==> config.mk <==
export PLATFORM = sky130hd
export DESIGN_NAME = double_ended_queue_core
export DESIGN_NICKNAME = d
export VERILOG_FILES = /design/src/rtl/core/deq_pkg.sv /design/src/rtl/core/deq_ram.sv /design/src/rtl/core/deq_ctrl.sv /design/src/rtl/core/deq_dp.sv /design/src/rtl/core/double_ended_queue_core.sv
export SDC_FILE = /design/constraint.sdc
export NUM_CORES = 2
export LEC_CHECK = 0
export BUFFER_PORTS_ARGS = -buffer_cell sky130_fd_sc_hd__clkbuf_2
export CAP_MARGIN = 20
export CORE_UTILIZATION = 55
export DETAILED_ROUTE_END_ITERATION = 8
export GPL_TIMING_DRIVEN = 0
export PLACE_DENSITY = 0.71
export SLEW_MARGIN = 40
export SYNTH_ARGS = -nofsm -noshare
export SYNTH_HDL_FRONTEND = slang
export SYNTH_SLANG_ARGS = --single-unit
==> constraint.sdc <==
create_clock -name aclk -period 10.2 [get_ports aclk]
set_input_delay 1.53 -clock aclk [delete_from_list [all_inputs] [get_ports aclk]]
set_output_delay 1.53 -clock aclk [all_outputs]
set_load 0.05 [all_outputs]
==> src/rtl/core/deq_pkg.sv <==
// ----------------------------------------------------------------------------
// deq_pkg
// Shared types and constants of the double-ended queue core.
// ----------------------------------------------------------------------------
package deq_pkg;

    localparam int DEPTH  = 64;
    localparam int DATA_W = 32;
    localparam int IDX_W  = $clog2(DEPTH);
    localparam int CNT_W  = $clog2(DEPTH + 1);

    // Operation codes of the action field.
    localparam logic [1:0] ACT_PUSH_TOP    = 2'd0;
    localparam logic [1:0] ACT_PUSH_BOTTOM = 2'd1;
    localparam logic [1:0] ACT_POP_TOP     = 2'd2;
    localparam logic [1:0] ACT_POP_BOTTOM  = 2'd3;

    // Result status codes.
    localparam logic [1:0] STAT_OK    = 2'd0;
    localparam logic [1:0] STAT_EMPTY = 2'd1;
    localparam logic [1:0] STAT_FULL  = 2'd2;

    // Commands from the controller to the datapath.
    typedef struct packed {
        logic exec;     // execute the item accepted at this edge
        logic capture;  // load the RAM read data into the result register
    } deq_cmd_t;

    // Status from the datapath to the controller.
    typedef struct packed {
        logic out_free;  // result register is empty or is taken this cycle
        logic pop_hit;   // offered item is a pop on a non-empty deque
    } deq_sts_t;

endpackage

==> src/rtl/core/deq_ram.sv <==
// ----------------------------------------------------------------------------
// deq_ram
// Generic simple dual-port RAM: one write port, one read port, registered read.
// ----------------------------------------------------------------------------
module deq_ram #(
    parameter int WIDTH = 32,
    parameter int DEPTH = 64
) (
    input  logic                     aclk,
    input  logic                     we,
    input  logic [$clog2(DEPTH)-1:0] waddr,
    input  logic [WIDTH-1:0]         wdata,
    input  logic                     re,
    input  logic [$clog2(DEPTH)-1:0] raddr,
    output logic [WIDTH-1:0]         rdata
);

    logic [WIDTH-1:0] mem [DEPTH];
    logic [WIDTH-1:0] rdata_reg;

    always_ff @(posedge aclk) begin
        if (we) begin
            mem[waddr] <= wdata;
        end
        if (re) begin
            rdata_reg <= mem[raddr];
        end
    end

    assign rdata = rdata_reg;

endmodule

==> src/rtl/core/deq_ctrl.sv <==
// ----------------------------------------------------------------------------
// deq_ctrl
// Controller: accepts items and sequences the RAM read of a successful pop.
// ----------------------------------------------------------------------------
module deq_ctrl (
    input  logic              aclk,
    input  logic              aresetn,
    input  logic              s_valid,
    output logic              s_ready,
    input  deq_pkg::deq_sts_t sts,
    output deq_pkg::deq_cmd_t cmd
);

    typedef enum logic [1:0] {
        S_IDLE = 2'b01,
        S_READ = 2'b10
    } state_t;

    state_t state_reg;
    state_t state_next;
    logic   accept;

    assign s_ready = (state_reg == S_IDLE) && sts.out_free;
    assign accept  = s_valid && s_ready;

    always_comb begin
        state_next = state_reg;
        unique case (state_reg)
            S_IDLE: begin
                if (accept && sts.pop_hit) begin
                    state_next = S_READ;
                end
            end
            S_READ: begin
                state_next = S_IDLE;
            end
            default: begin
                state_next = S_IDLE;
            end
        endcase
    end

    always_ff @(posedge aclk) begin
        if (!aresetn) begin
            state_reg <= S_IDLE;
        end else begin
            state_reg <= state_next;
        end
    end

    assign cmd.exec    = accept;
    assign cmd.capture = (state_reg == S_READ);

endmodule

==> src/rtl/core/deq_dp.sv <==
// ----------------------------------------------------------------------------
// deq_dp
// Datapath: ring indices, fill count, entry RAM and the result register.
// ----------------------------------------------------------------------------
module deq_dp (
    input  logic                                aclk,
    input  logic                                aresetn,
    input  deq_pkg::deq_cmd_t                   cmd,
    output deq_pkg::deq_sts_t                   sts,
    input  logic [1:0]                          s_action,
    input  logic signed [deq_pkg::DATA_W-1:0]   s_push_value,
    output logic                                m_valid,
    input  logic                                m_ready,
    output logic signed [deq_pkg::DATA_W-1:0]   m_popped_value,
    output logic [1:0]                          m_status
);

    localparam logic [deq_pkg::IDX_W-1:0] IdxLast = deq_pkg::IDX_W'(deq_pkg::DEPTH - 1);
    localparam logic [deq_pkg::CNT_W-1:0] CntFull = deq_pkg::CNT_W'(deq_pkg::DEPTH);
    localparam logic [deq_pkg::CNT_W-1:0] CntOne  = deq_pkg::CNT_W'(1);

    logic [deq_pkg::IDX_W-1:0]  top_reg, top_next;
    logic [deq_pkg::IDX_W-1:0]  bottom_reg, bottom_next;
    logic [deq_pkg::CNT_W-1:0]  count_reg, count_next;
    logic                       valid_reg, valid_next;
    logic [deq_pkg::DATA_W-1:0] value_reg, value_next;
    logic [1:0]                 status_reg, status_next;

    logic                       is_pop;
    logic                       empty;
    logic                       full;
    logic [deq_pkg::IDX_W-1:0]  top_up, top_down, bottom_up, bottom_down;

    logic                       ram_we;
    logic [deq_pkg::IDX_W-1:0]  ram_waddr;
    logic                       ram_re;
    logic [deq_pkg::IDX_W-1:0]  ram_raddr;
    logic [deq_pkg::DATA_W-1:0] ram_rdata;

    assign is_pop = (s_action == deq_pkg::ACT_POP_TOP) || (s_action == deq_pkg::ACT_POP_BOTTOM);
    assign empty  = (count_reg == '0);
    assign full   = (count_reg == CntFull);

    assign top_up      = (top_reg == IdxLast) ? '0 : top_reg + 1'b1;
    assign top_down    = (top_reg == '0) ? IdxLast : top_reg - 1'b1;
    assign bottom_up   = (bottom_reg == IdxLast) ? '0 : bottom_reg + 1'b1;
    assign bottom_down = (bottom_reg == '0) ? IdxLast : bottom_reg - 1'b1;

    assign sts.out_free = !valid_reg || m_ready;
    assign sts.pop_hit  = is_pop && !empty;

    always_comb begin
        top_next    = top_reg;
        bottom_next = bottom_reg;
        count_next  = count_reg;
        valid_next  = valid_reg && !m_ready;
        value_next  = value_reg;
        status_next = status_reg;
        ram_we      = 1'b0;
        ram_waddr   = top_reg;
        ram_re      = 1'b0;
        ram_raddr   = top_reg;

        if (cmd.exec) begin
            if (!is_pop) begin
                valid_next = 1'b1;
                value_next = '0;
                if (full) begin
                    status_next = deq_pkg::STAT_FULL;
                end else begin
                    status_next = deq_pkg::STAT_OK;
                    ram_we      = 1'b1;
                    count_next  = count_reg + 1'b1;
                    if (empty) begin
                        bottom_next = top_reg;
                        ram_waddr   = top_reg;
                    end else if (s_action == deq_pkg::ACT_PUSH_TOP) begin
                        top_next  = top_up;
                        ram_waddr = top_up;
                    end else begin
                        bottom_next = bottom_down;
                        ram_waddr   = bottom_down;
                    end
                end
            end else if (empty) begin
                valid_next  = 1'b1;
                value_next  = '0;
                status_next = deq_pkg::STAT_EMPTY;
            end else begin
                // The result follows once the registered RAM read returns.
                ram_re     = 1'b1;
                count_next = count_reg - 1'b1;
                if (s_action == deq_pkg::ACT_POP_TOP) begin
                    ram_raddr = top_reg;
                    if (count_reg != CntOne) begin
                        top_next = top_down;
                    end
                end else begin
                    ram_raddr = bottom_reg;
                    if (count_reg != CntOne) begin
                        bottom_next = bottom_up;
                    end
                end
            end
        end else if (cmd.capture) begin
            valid_next  = 1'b1;
            value_next  = ram_rdata;
            status_next = deq_pkg::STAT_OK;
        end
    end

    always_ff @(posedge aclk) begin
        if (!aresetn) begin
            top_reg    <= '0;
            bottom_reg <= '0;
            count_reg  <= '0;
            valid_reg  <= 1'b0;
        end else begin
            top_reg    <= top_next;
            bottom_reg <= bottom_next;
            count_reg  <= count_next;
            valid_reg  <= valid_next;
        end
    end

    always_ff @(posedge aclk) begin
        value_reg  <= value_next;
        status_reg <= status_next;
    end

    deq_ram #(
        .WIDTH (deq_pkg::DATA_W),
        .DEPTH (deq_pkg::DEPTH)
    ) u_ram (
        .aclk  (aclk),
        .we    (ram_we),
        .waddr (ram_waddr),
        .wdata (s_push_value),
        .re    (ram_re),
        .raddr (ram_raddr),
        .rdata (ram_rdata)
    );

    assign m_valid        = valid_reg;
    assign m_popped_value = value_reg;
    assign m_status       = status_reg;

endmodule

==> src/rtl/core/double_ended_queue_core.sv <==
// ----------------------------------------------------------------------------
// double_ended_queue_core
// Double-ended queue of signed 32-bit words held in a 64-entry ring buffer.
// ----------------------------------------------------------------------------
// Each input item pushes a word on the top or the bottom, or pops a word from
// the top or the bottom, and returns exactly one result item carrying the
// popped word and a status (ok, pop on empty, push on full dropped). Pushes,
// failed pushes and pops on an empty deque let the next item be accepted in
// the cycle after, provided the result register is empty or is being taken.
// A successful pop holds off the next item while its word comes out of the
// entry RAM through its registered read port and into the result register.
// The entry RAM needs no clearing after reset, so the block accepts items
// from the first cycle after reset is released.
// ----------------------------------------------------------------------------
module double_ended_queue_core (
    input  logic                              aclk,
    input  logic                              aresetn,
    input  logic                              s_valid,
    output logic                              s_ready,
    input  logic [1:0]                        s_action,
    input  logic signed [deq_pkg::DATA_W-1:0] s_push_value,
    output logic                              m_valid,
    input  logic                              m_ready,
    output logic signed [deq_pkg::DATA_W-1:0] m_popped_value,
    output logic [1:0]                        m_status
);

    deq_pkg::deq_cmd_t cmd;
    deq_pkg::deq_sts_t sts;
    logic              accept;

    // The controller decides when an item is accepted and when a RAM read
    // result is ready to be captured.
    deq_ctrl u_ctrl (
        .aclk    (aclk),
        .aresetn (aresetn),
        .s_valid (s_valid),
        .s_ready (s_ready),
        .sts     (sts),
        .cmd     (cmd)
    );

    // The datapath keeps the ring indices, the count, the RAM and the result.
    deq_dp u_dp (
        .aclk           (aclk),
        .aresetn        (aresetn),
        .cmd            (cmd),
        .sts            (sts),
        .s_action       (s_action),
        .s_push_value   (s_push_value),
        .m_valid        (m_valid),
        .m_ready        (m_ready),
        .m_popped_value (m_popped_value),
        .m_status       (m_status)
    );

    assign accept = s_valid && s_ready;

    // When the RAM data is captured, the result register must already be free.
    a_capture_free: assert property (@(posedge aclk) disable iff (!aresetn)
        cmd.capture |-> !m_valid)
        else $error("RAM read captured while a result is still held");

    // A successful pop is followed by the capture of its RAM read.
    a_pop_capture: assert property (@(posedge aclk) disable iff (!aresetn)
        (accept && sts.pop_hit) |=> cmd.capture)
        else $error("successful pop not followed by a capture");

    // Every other item shows its result in the next cycle.
    a_direct_result: assert property (@(posedge aclk) disable iff (!aresetn)
        (accept && !sts.pop_hit) |=> (m_valid && !cmd.capture))
        else $error("item without RAM read gave no result");

endmodule

After elaboration in Yosys (flattened, before gate mapping). Memories as Yosys holds them, arrays and structs flattened. A register that Yosys moved wholly into a read port is not among the register bits. Cells that the tools add are included.

Bitwise gates (word level): 1. Muxes and demuxes: 51. Equality and inequality tests: 15. Reduce and logical (&&, ||, !) cells: 21. Add/subtract/negate cells: 6.

Operators with widths (count): 6-bit two-way mux (27); 32-bit two-way mux (4); 7-bit two-way mux (3); 6-bit by 1-bit adder with 6-bit output (second input constant) (2); 6-bit equality test (second input constant) (2); 6-bit zero test (2); 1-bit two-way mux (12); 6-bit AND reduction (2); 6-bit by 1-bit subtractor with 6-bit output (second input constant) (2); 2-bit two-way mux (5); 2-bit != test (second input constant) (4); 7-bit by 1-bit adder with 7-bit output (second input constant) (1); 7-bit equality test (second input constant) (1); 7-bit zero test (1); 7-bit by 1-bit != test with 1-bit output (second input constant) (1); 7-bit by 1-bit subtractor with 7-bit output (second input constant) (1); 2-bit equality test (second input constant) (3); 1-bit logical AND (5); 2-bit AND reduction (2); 2-bit nonzero test (2); 1-bit zero test (3); 3-bit by 1-bit != test with 1-bit output (second input constant) (1); 3-bit != test (second input constant) (1); 3-bit AND reduction (1); other kinds (5) (6).

Memory bits (writable): 2048. Register bits: 56. Memories: 1. Output and inout port bits: 36.

Memory list: u_dp.u_ram.mem (words 64, width 32, read ports 1, clocked after memory_dff 1, write ports 1, line deq_ram.sv:18) `logic [WIDTH-1:0] mem [DEPTH];`.

Depth between registers and ports, before layout.
Word-level depth: 7. Gate-level depth with buffers: 15.

Cells and area by module. Synthesis repeated with hierarchy kept, for this count alone.

Cells, all modules: 3674. Area, all modules: 82128.8 um2.

By module, submodules not included: deq_ram (area an instance 78835.6 um2, seq. area each 62459.9 um2, instances 1, cells an instance 3324); deq_dp (area an instance 3210.6 um2, seq. area each 1421.4 um2, instances 1, cells an instance 341); deq_ctrl (area an instance 82.6 um2, seq. area each 40.0 um2, instances 1, cells an instance 9).

Worst setup path before layout. OpenSTA, ideal clock, no wires.

Path type: input port to flip-flop. From: input m_ready. To: memory u_dp.u_ram.mem[36][0], enable pin. Data arrival time: 4.276 ns. Setup slack: 5.503 ns. Path buffers: 1. Cell stages on the path: 8. Path through: nand2b_1 > nand3_1 > or3_1 > clkbuf_1 > o21ai_0 > and3_1 > nand2_1 > nor2_1.

Longest elaborated chain between the ends: 6. Elaborated cells between the ends (all ways): 7.

RTL lines: from (decl) (line double_ended_queue_core.sv:23) `input logic m_ready,`; 1-bit logical OR * (line deq_dp.sv:49) `assign sts.out_free = !valid_reg || m_ready;`; 1-bit logical AND * (line deq_ctrl.sv:23) `assign s_ready = (state_reg == S_IDLE) && sts.out_free;`; 1-bit logical AND * (line deq_ctrl.sv:24) `assign accept = s_valid && s_ready;`; 1-bit two-way mux (line deq_dp.sv:64) `if (cmd.exec) begin`; 1-bit two-way mux (line deq_ram.sv:22) `if (we) begin`; 1-bit two-way mux (implied by the code) (line deq_ram.sv:23) `mem[waddr] <= wdata;`; to (decl) (line deq_ram.sv:18).

Every way passes the cells marked *; elsewhere a longest branch is shown, timed or not.

Worst setup path in the final report.
From: input s_action[0]. To: register u_dp.u_ram.rdata_reg[23] (netlist: u_dp.u_ram.rdata[23]), read port of u_dp.u_ram.mem, data pin.

Longest elaborated chain between the ends: 5. Elaborated cells between the ends (all ways): 9.

RTL lines: from (decl) (line double_ended_queue_core.sv:20) `input logic [1:0] s_action,`; 2-bit equality test (line deq_dp.sv:40, deq_dp.sv:93); 6-bit two-way mux (line deq_dp.sv:93) `if (s_action == deq_pkg::ACT_POP_TOP) begin`; 6-bit two-way mux (line deq_dp.sv:85) `end else if (empty) begin`; 6-bit two-way mux (line deq_dp.sv:65) `if (!is_pop) begin`; 6-bit two-way mux (line deq_dp.sv:64); to (decl) (line deq_ram.sv:19) `logic [WIDTH-1:0] rdata_reg;`.

Several ways; a longest one is shown, not always the timed one. A chain may end at the register's enable or synchronous reset.

==> impl_metrics.yaml <==
sta:
  fmax_mhz: 153
  final.setup.tns_ns: 0
  fin_crit_ns: 6.51
  hold_viol_final: 0
  setup_viol: 0
  maxSlewViolCount: 0
  clock_skew_ns: 0.0529
  slew_headroom_pct: 34.1
  tightest_slew_ns: 0.988
  fin_crit_sh_pct: 63.9
  setup_ws_ns: 3.69
  timing.hold.ws_ns: 0.519
  rsz0062_at_grt: "no"
final_layout:
  fin_nets: 5668
  area_growth_pct: 16.7
  instances_no_fill: 7820
  drive_gt1_share_pct: 15.5
  final_common_cell: "edfxtp_1"
  n_fill_cell: 10337
  final_cell_mix: "edfxtp_1 (2114), a21oi_1 (426), mux2i_1 (420)"
  largest_reg_flops: 2048
grt:
  overflow: 0
  grtUsageTotal_pct: 36.8
  grt_max_degree: 65
  grt_pass1_wl_mm: 388
  grt_pass1_vias: 50949
  antenna_found_initial: 26
clock_network:
  cts.repair.resized: 0
  post-cts-setup-buffers: 0
  cts_root_buffer: "clkbuf_16"
  hold_buffers: 0
  clockBufferDepth: 3
  tritoncts: "yes"
  htree_levels: 4
  clk_latency_ns: 0.85
  cts_made_buffers: 202
  cts_sinks: 2136
  path_clk_slew_ns: 0.06
worst_hold_path:
  hp-class: "flop to flop"
  holdPathStages: 1
  hold_path_end: "u_dp.m_popped_value[13]"
  hold_start: "u_dp.u_ram.rdata[13]"
synthesis:
  synth_edf_count: 2114
  synth_seq_area_share_pct: 76.2
  synth_warnings: 0
  synth_cell_types: 63
  netlist_area_um2: 83900
  synth-seq-cells: 2136
  synth_area_leaders: "edfxtp_1 (76%), mux2i_1 (5.0%), mux4_2 (2.6%)"
  syn_avg_cell_area_um2: 16.2
  async_flop_share_pct: 0
  synth_cells: 5181
  netlist.area_leader.share_pct: 75.7
  syn_nets: 5229
  synthFlopType: "edfxtp_1"
  synth.largest_area_cell: "edfxtp_1"
floorplan:
  die_h_um: 392
  die_w_um: 392
  coreArea_um2: 151000
  die_area_um2: 154000
  ios: 74
  rows: 142
  start_util_pct: 55.7
critical_path:
  cp.required_ns: 10.70
  path_delay_family: "simple AND/OR/NAND/NOR gates"
  cp_num_buf_inv: 5
  path_max_fanout: 10
  cp.arrival_ns: 7.01
  cpMostUsedCell: "buf_2"
  r2r_slack_ns: 3.86
  r2r_end: "u_dp.u_ram.rdata[26]"
  slowest_delay_ns: 0.80
  crit_path_start_kind: "input port"
  r2r_cells: 11
  critical_path_class: "input port to flop"
  cp_cell_sequence: "clkbuf_2 > and3_1 > and3_1 > clkbuf_1 > a21oi_2 > buf_2 > o22ai_2 > buf_2 > buf_2 > a21oi_1 > nor4_1 > nand4_1 > or3_1"
  slowest_stage: "or3_1"
  r2r_start: "u_dp.count_reg[3]"
  critPathCaptureType: "flop"
status:
  status: "complete, no violations"
placement:
  io_buffers: 73
  dp.cells: 7431
  hpwl_mm: 193
  place_ws_ns: 3.06
  gp_congestion: 0.992
power_and_ir_drop:
  p_leak_nw: 31.2
  powerDensity_nw_per_um2: 234
  peakVddDrop_uv: 178
route:
  wire_per_inst_um: 36.2
  via_per_inst: 6.90
  drt-total-wl_mm: 283
  drt_iter0_drc: 9406
  route.detailed.drc: 0
  drt_pre_antenna_iters: 7
  vias: 53921
  ant_nets: 0
run:
  cap_violations: 0
[worst max-delay path by stage]
| stage | endpoint | depth (start not counted) | slack, ns | startpoint |
|---|---|---|---|---|
| final | u_dp.u_ram.rdata[23] | 13 | 3.69 | s_action[0] |
| after global placement | u_dp.u_ram.mem[16][3] | 8 | 2.15 | s_action[1] |
| after floorplan | u_dp.u_ram.mem[36][0] | 8 | 5.50 | m_ready |
| after CTS | u_dp.u_ram.rdata[26] | 12 | 3.92 | s_action[1] |
| after detailed placement | u_dp.u_ram.rdata[26] | 12 | 3.06 | s_action[1] |
| after global routing | u_dp.u_ram.rdata[23] | 13 | 3.68 | s_action[1] |
[area by class of cell]
class / count / area (um^2) / share of cell area (%)
Timing Repair Buffer: 235 / 4090 / 4.17
Clock inverter: 118 / 1220 / 1.25
Inverter: 13 / 48.8 / 0.0498
Sequential cell: 2136 / 63900 / 65.3
Multi-Input combinational cell: 2678 / 19100 / 19.5
Clock buffer: 256 / 5390 / 5.50
Buffer: 354 / 1560 / 1.59
Antenna cell: 14 / 35.0 / 0.0358
Tap cell: 2016 / 2520 / 2.58
[kinds of logic (layout without fill, tap and decap cells)]
group           count (synthesis)  in the layout  synth area share [%]
buf+inv                       367            976                  1.86
xor+xnor                       13             13                 0.136
mux                           535            535                  7.87
flops                        2136           2136                  76.2
other cells                     0             14                     0
fa+ha+maj                      10             10                 0.149
simple gates                  959            959                  5.86
compound gates               1161           1161                  7.89
[stage by stage]
step / utilization (%) / total power [mW] / cell area, um^2
after floorplan: - / 12.9 / 83900
after CTS: 64.9 / 22.7 / 97800
after detailed placement: 60.5 / 15.3 / 91200
after global routing: 65.0 / 23.3 / 97900
final: 65.0 / 22.9 / 97900
after global placement: 57.6 / 15.0 / 86700
[power by group]
part,switching [mW],internal [mW],total (mW)
clock network,3.30,4.30,7.60
logic,3.75,1.46,5.22
registers,0.100,9.97,10.1
[routing by layer]
metal	wire (um)	share of wire (%)	track usage, %
met5	64	0.023	0
met2	126000	44	54.6
met1	98400	35	48.1
met3	37800	13	10.2
met4	21000	7.4	23.5
[synth_stat cells (58+ instances only)]
cell type	instances
nor2_1	109
clkbuf_1	226
nand2_1	144
mux4_2	98
nand3_1	393
nor4_1	120
o22a_1	58
edfxtp_1	2114
mux2i_1	420
o22ai_1	159
a21oi_1	428
o21ai_0	402
buf_2	76
No activity file was read; power rests on OpenSTA's default activity.
